$ cat src/rtl/core/brle_pkg.sv
// brle_pkg: beat types, queue sizing and run cap for the byte run-length encoder.
// No dependencies; imported by every module of the encoder.
package brle_pkg;

	localparam int unsigned QDEPTH = 4;
	localparam int unsigned QAW    = 2;
	localparam int unsigned QCW    = 3;

	localparam logic [7:0] RUN_CAP = 8'd255;

	typedef struct packed {
		logic [7:0] data_byte;
		logic       end_of_block;
	} in_beat_t;

	typedef struct packed {
		logic [7:0] run_byte;
		logic [7:0] run_length;
		logic       final_pair;
	} out_beat_t;

	typedef struct packed {
		logic [1:0] cnt;
		out_beat_t  first;
		out_beat_t  second;
	} push_t;

endpackage

$ cat src/rtl/core/brle_front.sv
// brle_front: accepts input beats, tracks the open run and classifies each byte.
// Pushes zero, one or two pairs per beat into the queue. Depends on brle_pkg.
module brle_front import brle_pkg::*; (
	input  logic     clk,
	input  logic     arst_n,
	input  logic     data_valid,
	output logic     data_ready,
	input  in_beat_t data,
	input  logic     space,
	output push_t    push
);

	logic [7:0] open_byte_q;
	logic [7:0] open_count_q;
	logic       run_open_q;

	logic       accept;
	logic       extend;
	logic       close;
	logic [7:0] next_byte;
	logic [7:0] next_count;
	out_beat_t  closed_pair;
	out_beat_t  last_pair;

	assign data_ready = space;
	assign accept     = data_valid && space;

	assign extend = run_open_q && (data.data_byte == open_byte_q) && (open_count_q != RUN_CAP);
	assign close  = run_open_q && !extend;

	assign next_byte  = extend ? open_byte_q : data.data_byte;
	assign next_count = extend ? open_count_q + 8'd1 : 8'd1;

	assign closed_pair = '{run_byte: open_byte_q, run_length: open_count_q, final_pair: 1'b0};
	assign last_pair   = '{run_byte: next_byte, run_length: next_count, final_pair: 1'b1};

	always_comb begin
		push.cnt    = 2'd0;
		push.first  = close ? closed_pair : last_pair;
		push.second = last_pair;
		if (accept) begin
			push.cnt = {1'b0, close} + {1'b0, data.end_of_block};
		end
	end

	always_ff @(posedge clk or negedge arst_n) begin
		if (!arst_n) begin
			open_byte_q  <= '0;
			open_count_q <= '0;
			run_open_q   <= 1'b0;
		end else if (accept) begin
			open_byte_q <= next_byte;
			if (data.end_of_block) begin
				open_count_q <= '0;
				run_open_q   <= 1'b0;
			end else begin
				open_count_q <= next_count;
				run_open_q   <= 1'b1;
			end
		end
	end

endmodule

$ cat src/rtl/core/brle_queue.sv
// brle_queue: short pair queue with a two-entry write port and a one-entry read port.
// Decouples the classifier from the output stage. Depends on brle_pkg.
module brle_queue import brle_pkg::*; (
	input  logic      clk,
	input  logic      arst_n,
	input  push_t     push,
	output logic      space,
	output logic      avail,
	output out_beat_t head,
	input  logic      pop
);

	out_beat_t          mem_q [QDEPTH];
	logic [QAW-1:0]     wr_ptr_q;
	logic [QAW-1:0]     rd_ptr_q;
	logic [QCW-1:0]     count_q;
	logic [QAW-1:0]     wr_ptr_p1;

	assign wr_ptr_p1 = wr_ptr_q + QAW'(1);
	assign space     = count_q <= QCW'(QDEPTH - 2);
	assign avail     = count_q != '0;
	assign head      = mem_q[rd_ptr_q];

	always_ff @(posedge clk) begin
		if (push.cnt != 2'd0) begin
			mem_q[wr_ptr_q] <= push.first;
		end
		if (push.cnt == 2'd2) begin
			mem_q[wr_ptr_p1] <= push.second;
		end
	end

	always_ff @(posedge clk or negedge arst_n) begin
		if (!arst_n) begin
			wr_ptr_q <= '0;
			rd_ptr_q <= '0;
			count_q  <= '0;
		end else begin
			wr_ptr_q <= wr_ptr_q + QAW'(push.cnt);
			if (pop) begin
				rd_ptr_q <= rd_ptr_q + QAW'(1);
			end
			count_q <= count_q + QCW'(push.cnt) - QCW'(pop);
		end
	end

endmodule

$ cat src/rtl/core/brle_back.sv
// brle_back: output register that drains the pair queue onto the result channel.
// Depends on brle_pkg.
module brle_back import brle_pkg::*; (
	input  logic      clk,
	input  logic      arst_n,
	input  logic      avail,
	input  out_beat_t head,
	output logic      pop,
	output logic      pair_valid,
	input  logic      pair_ready,
	output out_beat_t pair
);

	logic      valid_q;
	out_beat_t pair_q;

	assign pop        = avail && (!valid_q || pair_ready);
	assign pair_valid = valid_q;
	assign pair       = pair_q;

	always_ff @(posedge clk or negedge arst_n) begin
		if (!arst_n) begin
			valid_q <= 1'b0;
		end else if (pop) begin
			valid_q <= 1'b1;
		end else if (pair_ready) begin
			valid_q <= 1'b0;
		end
	end

	always_ff @(posedge clk) begin
		if (pop) begin
			pair_q <= head;
		end
	end

endmodule

$ cat src/rtl/core/byte_rle_encoder.sv
// byte_rle_encoder: top level of the streaming byte run-length encoder.
// Instantiates brle_front, brle_queue and brle_back; depends on brle_pkg.
//
//  channel | valid      | ready      | beat                                  | dir
//  data    | data_valid | data_ready | data_byte, end_of_block              | in
//  pair    | pair_valid | pair_ready | run_byte, run_length, final_pair     | out
//
// One data beat per cycle while the queue has room for two pairs.
// With an idle output a pair passes through the queue and then the output register before
// it shows on pair; the output drains one pair per cycle while pair_ready is high, so a
// stream where every byte closes a run runs at one beat per cycle.
// Reset clears the open run, queue pointers and output valid; no clearing pass.
// A stalled pair side backs pairs up in the four-entry queue; data_ready drops while
// more than two pairs wait there.
module byte_rle_encoder import brle_pkg::*; (
	input  logic      clk,
	input  logic      arst_n,
	input  logic      data_valid,
	output logic      data_ready,
	input  in_beat_t  data,
	output logic      pair_valid,
	input  logic      pair_ready,
	output out_beat_t pair
);

	push_t     push;
	logic      space;
	logic      avail;
	logic      pop;
	out_beat_t head;

	brle_front u_front (
		.clk        (clk),
		.arst_n     (arst_n),
		.data_valid (data_valid),
		.data_ready (data_ready),
		.data       (data),
		.space      (space),
		.push       (push)
	);

	brle_queue u_queue (
		.clk    (clk),
		.arst_n (arst_n),
		.push   (push),
		.space  (space),
		.avail  (avail),
		.head   (head),
		.pop    (pop)
	);

	brle_back u_back (
		.clk        (clk),
		.arst_n     (arst_n),
		.avail      (avail),
		.head       (head),
		.pop        (pop),
		.pair_valid (pair_valid),
		.pair_ready (pair_ready),
		.pair       (pair)
	);

endmodule

$ cat config.mk
export PLATFORM = sky130hd
export DESIGN_NAME = byte_rle_encoder
export DESIGN_NICKNAME = d
export VERILOG_FILES = /design/src/rtl/core/brle_pkg.sv /design/src/rtl/core/brle_front.sv /design/src/rtl/core/brle_queue.sv /design/src/rtl/core/brle_back.sv /design/src/rtl/core/byte_rle_encoder.sv
export SDC_FILE = /design/constraint.sdc
export NUM_CORES = 1
export LEC_CHECK = 0
export ABC_AREA = 0
export BUFFER_PORTS_ARGS = -buffer_cell sky130_fd_sc_hd__buf_2
export CAP_MARGIN = 40
export CELL_PAD_IN_SITES_DETAIL_PLACEMENT = 0
export CELL_PAD_IN_SITES_GLOBAL_PLACEMENT = 1
export CORE_ASPECT_RATIO = 0.6
export CORE_UTILIZATION = 50
export DETAILED_ROUTE_END_ITERATION = 8
export PLACE_DENSITY = 0.82
export SLEW_MARGIN = 20
export SYNTH_ARGS = -nofsm -noshare
export SYNTH_HDL_FRONTEND = slang
export SYNTH_SLANG_ARGS = --single-unit
$ cat constraint.sdc
create_clock -name clk -period 4.05 [get_ports clk]
set_input_delay 0.81 -clock clk [delete_from_list [all_inputs] [get_ports clk]]
set_output_delay 0.81 -clock clk [all_outputs]
set_load 0.02 [all_outputs]
==> results of run 1 <==
-- cell families (layout without fill, tap and decap cells) --
group,Yosys count,count (layout),synth area share
mux,18,18,0.0721
flops,110,110,0.576
xor+xnor,14,14,0.0225
simple gates,140,140,0.127
buf+inv,47,86,0.0397
compound gates,100,100,0.145
fa+ha+maj,7,7,0.0175
-- worst min-delay path by stage --
stage,startpoint,end,slack [ps]
floorplan,u_queue.mem_q[2][0],u_queue.mem_q[2][0],460
global placement,u_queue.mem_q[1][0],u_queue.mem_q[1][0],470
detailed placement,u_queue.mem_q[1][0],u_queue.mem_q[1][0],480
CTS,arst_n,u_front.open_byte_q[7],490
global route,arst_n,u_front.open_byte_q[2],510
finish,arst_n,u_front.open_byte_q[7],470
-- per-stage QoR --
stage,cells,total power (W),utilization,area (um^2)
2_1_floorplan,436,0.00259,-,5450
3_3_place_gp,596,0.00297,0.548,5810
3_5_place_dp,598,0.00303,0.550,5830
4_1_cts,614,0.00393,0.579,6140
5_1_grt,614,0.00411,0.579,6140
6_report,614,0.00391,0.579,6140
-- registers in the layout (all words and copies together), names as in the netlist --
register	count
u_queue.mem_q	68
u_front.open_byte_q	8
u_queue.wr_ptr_q	2
u_front.run_open_q	1
u_front.open_count_q	8
u_queue.rd_ptr_q	2
u_back.pair_valid	1
u_back.pair	17
u_queue.count_q	3
-- layer usage --
| metal | routed length (um) | global-route usage | part of all wire |
|---|---|---|---|
| met1 | 5800 | 0.344 | 0.46 |
| met2 | 5740 | 0.352 | 0.46 |
| met3 | 854 | 0.0733 | 0.068 |
| met4 | 133 | 0.0525 | 0.011 |
| met5 | 0 | 0 | 0 |
-- where the power goes --
part	internal, W	leakage [nW]	total [W]	switching (W)
clock network	0.000489	0.148	0.000913	0.000424
logic	0.000533	1.11	0.00125	0.000712
registers	0.00152	1.11	0.00175	0.000227
-- synthesized netlist by cell type (all sizes together) (2+ instances only) --
master  count
nand4b      3
nor3        6
inv        14
nand4       9
and4        3
nor2       16
and2        5
nor2b       3
buf        15
or2         2
ha          6
nand3      25
and3        4
o21ai       9
o211ai     17
a21o        3
a21boi      3
xor2        8
or4         2
a22o       32
edfxtp     81
a21oi      19
xnor2       6
o31ai       5
dfrtp      25
dfxtp       4
or3         4
a221oi      3
mux4       17
clkbuf     18
nand2      56
-- worst max-delay path: cells and delay by family --
family | cells | cell delay, ps
fa+ha+maj | 1 | 280
simple gates | 5 | 1070
compound gates | 3 | 670
xor+xnor | 1 | 170
buf+inv | 3 | 630
-- layout make-up --
cell class / count / area, um^2 / area share
flip-flops and latches: 110 / 3140 / 0.511
multi-input cells: 279 / 2100 / 0.343
repair buffers: 56 / 363 / 0.0591
clock buffers: 9 / 225 / 0.0367
well taps: 139 / 174 / 0.0283
clock inverters: 7 / 80.1 / 0.0130
inverters: 14 / 52.6 / 0.00856
==> reports/summary.md, run 1 <==
The critical register-to-register path startpoint was u_front.open_byte_q[1]. 0 antenna diodes ended up in the layout. Final worst setup slack: 629 ps.

Power spread over the standard cell area amounts to 637 mW/mm^2. The number of distinct standard cells referenced by the synthesized netlist was 51. The period utilization is 0.845. The logs give 3640 ps for the data arrival time at the worst-slack endpoint and 19.7 mm for the wire length of the first global-routing pass. Starting density of the core: 0.514. The tools report the critical path capture point type as a flip-flop. The die boundary width is 137 um. In the routed design, unresolved DRC markers number 0.

After filler insertion, the fill cell instance count of the layout stands at 857. The number of global-route vias before repair is 3,540. The share of the yosys chip area belonging to registers was 0.576; the layout-stage area growth over the synthesis result was 12.7%. The number of warnings reported in the yosys synthesis log was 0; the count of input and output buffers was 31. TritonCTS built the clock tree. On the worst path, the slowest cell contributes a delay of 450 ps. The headroom to the max-slew limit was 0.456; the number of storage elements in the synthesis netlist was 110. The leakage dissipation is 2.38 nW. The tree built by TritonCTS fans out to 110 sinks.

The count of endpoints failing hold in the final timing report was 0; the fraction of final layout cells sized beyond drive strength 1 was 0.229. For this run, the leading register cell type out of synthesis is edfxtp_1. Dividing the detail-routed wire length by the instance count gives 20.4 um.

A synthesized cell averages 12.5 um^2. Most common cell after layout, fill and taps aside: edfxtp_1. Traced cell by cell, the critical path runs through buf_2, xor2_1, a2111oi_2, nand4_1, and2_1, ha_1, nand2b_1, a21boi_0, or3_1, inv_1, buf_12, o211ai_1, nand2_1. The final layout contains 490 nets. At the end of routability-driven placement, the weighted congestion stood at 0.805. The largest individual stage delay along the critical path comes from the cell or3_1.

The cell sitting at the root of the clock tree is a clkbuf_16. After global routing the overflow that remains totals 0. The startpoint type of the worst setup path was a primary input. The count of endpoints failing setup in the final report is 0, and the largest fanout on the critical path is 17. The detailed router placed 3,749 vias in this run. Yosys mapped a number of flops with a built-in enable equal to 81. The run gives 4270 ps as the required arrival time at the worst endpoint.

The startpoint of the most critical setup path is data[2]. The tools report the pin count of the biggest net entering global routing as 40. The number of gates given a new drive strength after cts was 0. Summing every instance area after synthesis gives 0.00545 mm^2. Fraction of synthesized cell area taken by the top area cell type: 0.446. The number of antenna violations at the first check in global routing is 0, and the floorplan die area is 0.0113 mm^2. The detailed-route vias per instance is 6.11. For this run, the top clock speed supported by timing is 0.292 GHz. Setup repair after global routing left no endpoint under its margin.

The count of boundary I/O pins was 32. Row generation in the floorplan step produced 29 rows. The count of TritonRoute iterations in the first routing pass was 5.

Counting cells, the worst reg-to-reg path comes to 12. When the netlist entered floorplanning its net count stood at 456. Summed over all layers, the routed wires come to 12.5 mm. The run gives 436 as the synthesized netlist cell count. For the core footprint, the log shows 0.0106 mm^2. For the pin with the worst max-slew slack, the measured transition is 813 ps.

The number of DRC violations after detailed-routing iteration 0 was 302. The setup check on the worst reg-to-reg path leaves a slack of 720 ps. The clock passes through at most 2 buffers. The maximum clock skew at final layout was 11.7 ps. The number of setup buffers added after CTS was 0; the clock-pin slew of the registers on the worst-case setup and hold paths was 80 ps. The number of H-tree levels was 3. VDD sags by at most 0.318 mV.

The max-slew violation count was 0. Following the worst setup path forward leads to its endpoint at u_queue.mem_q[1][6]. The minimum hold slack came out at 471 ps. The setup slack at placement came out at 314 ps. By area the synthesized netlist is led by edfxtp_1, dfrtp_1, mux4_2. Post-synthesis async set-or-reset flop share: 0.227. The total clock buffers created by CTS came out at 9. In the layout the commonest cells are edfxtp_1, nand2_1, a22o_1. The path class of the tightest hold or removal check is in -> async. The run finished with clean final reports. The post-route antenna net violation count is 0, and the summed negative setup slack over all endpoints is 0 ps. The clock latency on the worst-skew pair was 360 ps; the quantity of hold-fixing buffers added after cts was 0.

The final critical-path required period came out at 3420 ps. The largest total area in the synthesized netlist belongs to edfxtp_1. The run gives 0.238 as the overall fraction of global-route tracks in use. The tools report the HPWL reported at the end of detailed placement as 8.31 mm. The max-capacitance violation count is 0, and the vertical die dimension is 82.9 um.

The endpoint identified for the worst register-to-register timing path is u_queue.mem_q[1][6]. The worst setup path is of the in -> reg kind.
Note: power is estimated with default switching activity, not from simulation.
==> run 2, diff against run 1 <==
- CORE_UTILIZATION: 50 -> 45
- PLACE_DENSITY: 0.82 -> 0.78
- clock period: 4.05 -> 3.05 ns (I/O delays scaled with it)
==> reports/summary.md, run 2 (synthesis gave the netlist of run 1 again) <==
Setup repair after global routing could not meet its margin everywhere. The quantity of hold-fixing buffers added after cts was 0 (unchanged); the overall fraction of global-route tracks in use was 0.241 (+0.00336). Count of inserted antenna diode cells: 0 (unchanged).

For the core footprint, the log shows 0.0115 mm^2 (+8.8%). The slew of the pin with the lowest slew margin is 656 ps (-157 ps), and the post-detailed-route DRC marker count is 0 (unchanged). The HPWL reported at the end of detailed placement was 9.62 mm (+16%); the wire length per cell was 20.1 um (-1.5%). The count of vias placed by the detailed router is 3,929 (+4.8%).

The total overflow reported by the global router is 0 (unchanged), and the count of clock tree sinks is 110 (unchanged). The minimum hold slack is 280 ps (-191 ps), and the count of endpoints failing setup in the final report is 0 (unchanged). The logs give 679 (+11%) for the filler-free cell count of the finished design and 0 ps (unchanged) for the summed negative setup slack over all endpoints.

Maximum clock skew at final layout: 7.64 ps (-4.05 ps). The flow ran to the end, and the final reports show no timing, DRC or antenna violations. The count of boundary I/O pins came out at 32 (unchanged). The fraction of final layout cells sized beyond drive strength 1 is 0.329 (+0.100).

The cell area after layout is 0.00668 mm^2 (+8.8%). Critical path capture point type: a flip-flop. The floorplan die area is 0.0126 mm^2 (+11%). Post-route antenna net violation count: 0 (unchanged). For the starting density of the core, the log shows 0.473 (-0.0414).

Switching component of the power: 0.00192 W (+41%). The total power per unit cell area was 826 mW/mm^2 (+30%); the portion of total power attributed to combinational logic was 0.371 (+0.052). The largest voltage drop on the vdd net was 0.457 mV (+44%).

TritonCTS built the clock tree. The worst path in the final design needs a cycle of 2970 ps, including I/O delays and setup. The headroom to the max-slew limit was 0.563 (+0.107). The clock-pin slew of the registers on the worst-case setup and hold paths was 70 ps (about the same). The setup path with the least slack is of type reg -> reg. The max-slew violation count was 0 (unchanged); the wire length of the first global-routing pass was 21.9 mm (+11%). The period utilization came out at 0.973. For the buffer depth of the longest clock path, the log shows 2 (unchanged). The wire length reported by the detailed router was 13.6 mm (+8.9%); the flip-flop count of the largest register after layout was 68 (unchanged).

The pin count of the biggest net entering global routing came out at 40 (unchanged). The area growth from synthesis to layout is 22.5%. Startpoint type of the worst setup path: a flip-flop. The data arrival time at the worst-slack endpoint is 3030 ps (-610 ps). Vertical die dimension: 87.2 um (+5.3%). Detailed-route vias per instance: 5.79 (-5.2%).

The max-capacitance violation count is 0 (unchanged), and the cell count after placement is 662 (+11%). The count of endpoints failing hold in the final timing report was 0 (unchanged); the post-detailed-placement cell area was 0.00636 mm^2 (+9.1%). The switching power as a share of total power was 0.348 (-0.000612); the global placer's final weighted congestion was 0.847 (+5.2%). The number of DRC violations after detailed-routing iteration 0 came out at 359 (+19%). The run gives 0.337 GHz as the maximum clock rate.

For the number of placement rows, the log shows 30 (+3.4%). The number of antenna violations at the first check in global routing came out at 1 (+1). The count of nets after finishing came out at 534 (+9.0%). The clock latency on the worst-skew pair was 350 ps (about the same). The root buffer cell chosen for the clock tree is clkbuf_16. More flip-flops sit in one register than any other, and that register is u_queue.mem_q. Most common cell after layout, fill and taps aside: edfxtp_1. For the power after layout, the log shows 0.00551 W (+41%).

The total clock buffers created by CTS is 9 (unchanged). The largest fanout on the critical path is 8 (-9), and the share of power burned in registers is 0.416 (-0.032). The required arrival time at the worst endpoint was 3110 ps (-1160 ps); the count of TritonRoute iterations in the first routing pass was 5 (unchanged).

For the number of global-route vias before repair, the log shows 3,988 (+13%). The run gives 0.00359 W (+41%) as the internal power component. The run gives 3 (unchanged) as the number of H-tree levels. The tools report the setup slack of the worst register-to-register path as 80 ps (-640 ps).

Number of fillers in the final layout: 939 (+9.6%). In the layout the commonest cells are edfxtp_1, buf_4, nand2_1. The die boundary width is 144 um (+5.3%), and the leakage dissipation is 2.58 nW (+8.8%). The run gives 0.213 (-0.021) as the clock power share. The worst min-delay path class was in -> async. The count of input and output buffers works out to 31 (unchanged).
==> run 2: cell types whose count changed in the layout (fill, tap and decap cells not counted), moves of 3 or more <==
cell,change
buf_12,+5
clkinvlp_4,+4
inv_1,-3
nor2_1,-3
buf_4,+38
==> run 2: layer usage <==
metal | vias to the layer above | share of wire | track usage
met5 | - | 0.00059 | 0
met4 | 2 | 0.014 | 0.0677
met3 | 22 | 0.068 | 0.0533
met2 | 124 | 0.44 | 0.359
met1 | 1956 | 0.48 | 0.354
li1 | 1825 | - | -
==> run 2: power by group through the flow <==
stage	Sequential, W	Combinational, W	Clock [W]
after floorplan	0.00238	0.00119	0
after global placement	0.00234	0.00195	0
after detailed placement	0.00232	0.00205	0
after CTS	0.00229	0.00206	0.00119
after global routing	0.00234	0.00224	0.00124
final	0.00229	0.00205	0.00117
==> run 2: worst max-delay path, stage by stage, from the launching register on <==
cell	delay [ps]
dfrtp_2	450
xor2_4	200
a2111oi_4	340
nand4_1	180
and2_4	210
ha_4	240
nand2b_1	170
a21boi_1	150
or3_4	370
clkinvlp_4	180
buf_4	190
==> run 2: worst paths after layout <==
path / endpoint / startpoint / cells past startpoint
max: u_queue.mem_q[1][2] / u_front.open_byte_q[1] / 10
min: u_queue.count_q[0] / arst_n / 1
max reg2reg: u_queue.mem_q[1][2] / u_front.open_byte_q[1] / 10
min reg2reg: u_queue.mem_q[2][0] / u_queue.mem_q[2][0] / 2
max in group asynchronous: u_front.open_byte_q[1] / arst_n / 1
min in group clk: u_back.pair_valid / pair_ready / 2
==> run 2: timing repair <==
item,4_1_cts,5_1_grt
gates resized for setup,0,4
endpoints found under the hold margin,0,0
setup endpoints to repair,0,43
buffers inserted,0,1
==> run 2: layout make-up <==
| type | instances | area [um^2] | area share |
|---|---|---|---|
| well taps | 160 | 200 | 0.0300 |
| repair buffers | 100 | 753 | 0.113 |
| inverters | 14 | 63.8 | 0.00956 |
| multi-input cells | 279 | 2230 | 0.334 |
| flip-flops and latches | 110 | 3140 | 0.470 |
| clock inverters | 5 | 57.6 | 0.00862 |
| clock buffers | 11 | 233 | 0.0349 |
==> run 2: through the flow <==
step | utilization | setup WS (ps)
after floorplan | - | -188
after global placement | 0.550 | -265
after detailed placement | 0.552 | -228
after CTS | 0.577 | 20.1
after global routing | 0.579 | -16.4
final | 0.579 | 82.9
==> run 3, diff against run 2 <==
- CORE_UTILIZATION: 45 -> 47
- CTS_BUF_LIST: default -> sky130_fd_sc_hd__clkbuf_2 sky130_fd_sc_hd__clkbuf_4 sky130_fd_sc_hd__clkbuf_8
- PLACE_DENSITY: 0.78 -> 0.8
==> reports/summary.md, run 3 (synthesis gave the netlist of run 1 again) <==
The leakage dissipation came out at 2.56 nW (-0.75%). TritonCTS built the clock tree. The largest voltage drop on the vdd net is 0.388 mV (-15%), and the count of inserted antenna diode cells is 0 (unchanged).

The most common cell after layout, fill and taps aside is edfxtp_1. Leaving out fill and tap cells, the most frequent cells in the layout are edfxtp_1, buf_4, nand2_1. The tools report the count of endpoints failing hold in the final timing report as 0 (unchanged).

The tools report the number of H-tree levels as 3 (unchanged). The count of endpoints failing setup in the final report was 0 (unchanged); the post-detailed-route DRC marker count was 0 (unchanged). The clock latency on the worst-skew pair is 390 ps (+40 ps). The logs give 0 (unchanged) for the max-slew violation count and 0.482 (+0.00942) for the starting density of the core.

The wire length of the first global-routing pass came out at 21.5 mm (-2.1%). The layout-stage area growth over the synthesis result is 21.9%, and the data arrival time at the worst-slack endpoint is 3070 ps (+40 ps). The clock-pin slew of the registers on the worst-case setup and hold paths is 110 ps (+40 ps), and the number of fillers in the final layout is 931 (-0.85%). Overall fraction of global-route tracks in use: 0.243 (+0.00170).

For the max-capacitance violation count, the log shows 0 (unchanged). The run finished with clean final reports. The count of clock tree sinks is 110 (unchanged), and the number of antenna violations at the first check in global routing is 0 (-1).

The cell area after layout was 0.00664 mm^2 (-0.52%); the final worst setup slack was 95.0 ps (+12.0 ps). The summed negative setup slack over all endpoints is 0 ps (unchanged), and the minimum hold slack is 232 ps (-47.1 ps). The logs give 0 (unchanged) for the total overflow reported by the global router and 5 (unchanged) for the count of TritonRoute iterations in the first routing pass. The wire length per cell came out at 20.3 um (+1.2%).

The slew of the pin with the lowest slew margin came out at 681 ps (+24.9 ps). The count of boundary I/O pins is 32 (unchanged). The flip-flop count of the largest register after layout is 68 (unchanged). The global placer's final weighted congestion is 0.831 (-1.9%), and the quantity of hold-fixing buffers added after cts is 0 (unchanged). u_queue.mem_q holds more flip-flops than any other register. The buffer depth of the longest clock path was 2 (unchanged); the setup slack at placement was -256 ps (-28.4 ps). The tools report the floorplan die area as 0.0120 mm^2 (-4.2%). The logs give 0.588 (+0.00845) for the final standard cell utilization of the core and 14.1 ps (+6.49 ps) for the maximum clock skew at final layout. For the maximum clock rate, the log shows 0.338 GHz (+0.41%).

The final critical-path required period is 2960 ps (-12.0 ps), and the number of placement rows is 30 (unchanged). For the required arrival time at the worst endpoint, the log shows 3160 ps (+50 ps). The tools report the clock root buffer as clkbuf_8. The detailed-route vias per instance was 5.86 (+1.3%). The critical path is of the reg -> reg type. The fraction of final layout cells sized beyond drive strength 1 is 0.352 (+0.0230).

The count of input and output buffers was 31 (unchanged); the post-detailed-placement cell area was 0.00631 mm^2 (-0.83%). The worst min-delay path class is in -> async. The count of vias placed by the detailed router is 3,999 (+1.8%), and the headroom to the max-slew limit is 0.544 (-0.0183). The core footprint is 0.0113 mm^2 (-2.0%), and the number of global-route vias before repair is 3,868 (-3.0%). The wire length reported by the detailed router came out at 13.9 mm (+1.6%). The critical path capture point type is a flip-flop.

Period utilization: 0.969 (-0.00395). The tools report the number of DRC violations after detailed-routing iteration 0 as 351 (-2.2%). The vertical die dimension was 85.4 um (-2.1%).

The post-route antenna net violation count is 0 (unchanged), and the pin count of the biggest net entering global routing is 40 (unchanged). The largest fanout on the critical path is 8 (unchanged). The die boundary width came out at 141 um (-2.1%). Count of nets after finishing: 537 (+0.56%).

STA classifies the critical path startpoint as a flip-flop. Setup repair after global routing could not meet its margin everywhere. The HPWL reported at the end of detailed placement came out at 9.66 mm (+0.40%). The total power per unit cell area works out to 804 mW/mm^2 (-2.6%).

The total clock buffers created by CTS came out at 9 (unchanged).
-- run 3: worst paths after layout --
kind / start / to / slack, ps / cells after the start
max: u_front.open_byte_q[2] / u_queue.mem_q[1][7] / 90 / 10
min: arst_n / u_queue.count_q[0] / 230 / 1
max reg2reg: u_front.open_byte_q[2] / u_queue.mem_q[1][7] / 90 / 10
min reg2reg: u_queue.mem_q[1][0] / u_queue.mem_q[1][0] / 510 / 2
max in group asynchronous: arst_n / u_front.open_byte_q[2] / 2360 / 1
min in group clk: pair_ready / u_back.pair_valid / 410 / 2
-- run 3: metrics by stage --
step                total power [W]  std cells
floorplan                   0.00357        436
CTS                         0.00530        676
finish                      0.00534        682
global placement            0.00422        657
global route                0.00561        682
detailed placement          0.00429        660
-- run 3: area by class of cell --
class | count | area [um^2] | area share
flip-flops and latches | 110 | 3140 | 0.474
clock inverters | 6 | 95.1 | 0.0143
clock buffers | 10 | 131 | 0.0198
repair inverters | 1 | 7.51 | 0.00113
multi-input cells | 279 | 2250 | 0.338
inverters | 14 | 63.8 | 0.00961
repair buffers | 102 | 752 | 0.113
well taps | 160 | 200 | 0.0301
-- run 3: what timing repair did --
action                                  in CTS  in global routing
buffers inserted                             0                  4
endpoints found under the hold margin        0                  0
resized for setup                            5                  8
cloned                                       0                  2
endpoints found under the setup margin       4                 65
pin swaps                                    0                  6
-- run 3: worst max-delay path: stages, from the launching register on --
cell	delay (ps)
dfrtp_2	450
xor2_2	170
a2111oi_4	360
nand4_1	170
and2_4	180
ha_4	240
nand2b_4	150
a21boi_2	160
or3_4	410
clkinvlp_4	210
clkbuf_16	190
-- run 3: routing by layer --
layer | up-vias | track usage | wire length [um]
li1 | 1824 | - | -
met1 | 1974 | 0.359 | 6500
met2 | 182 | 0.360 | 6070
met3 | 19 | 0.0587 | 1160
met4 | 0 | 0.0623 | 136
met5 | - | 0 | 0
-- run 3: where the power goes --
part	leakage [nW]	internal, W	switching [W]
combinational	1.35	0.000924	0.00112
sequential	1.11	0.00203	0.000272
clock	0.108	0.000479	0.000519
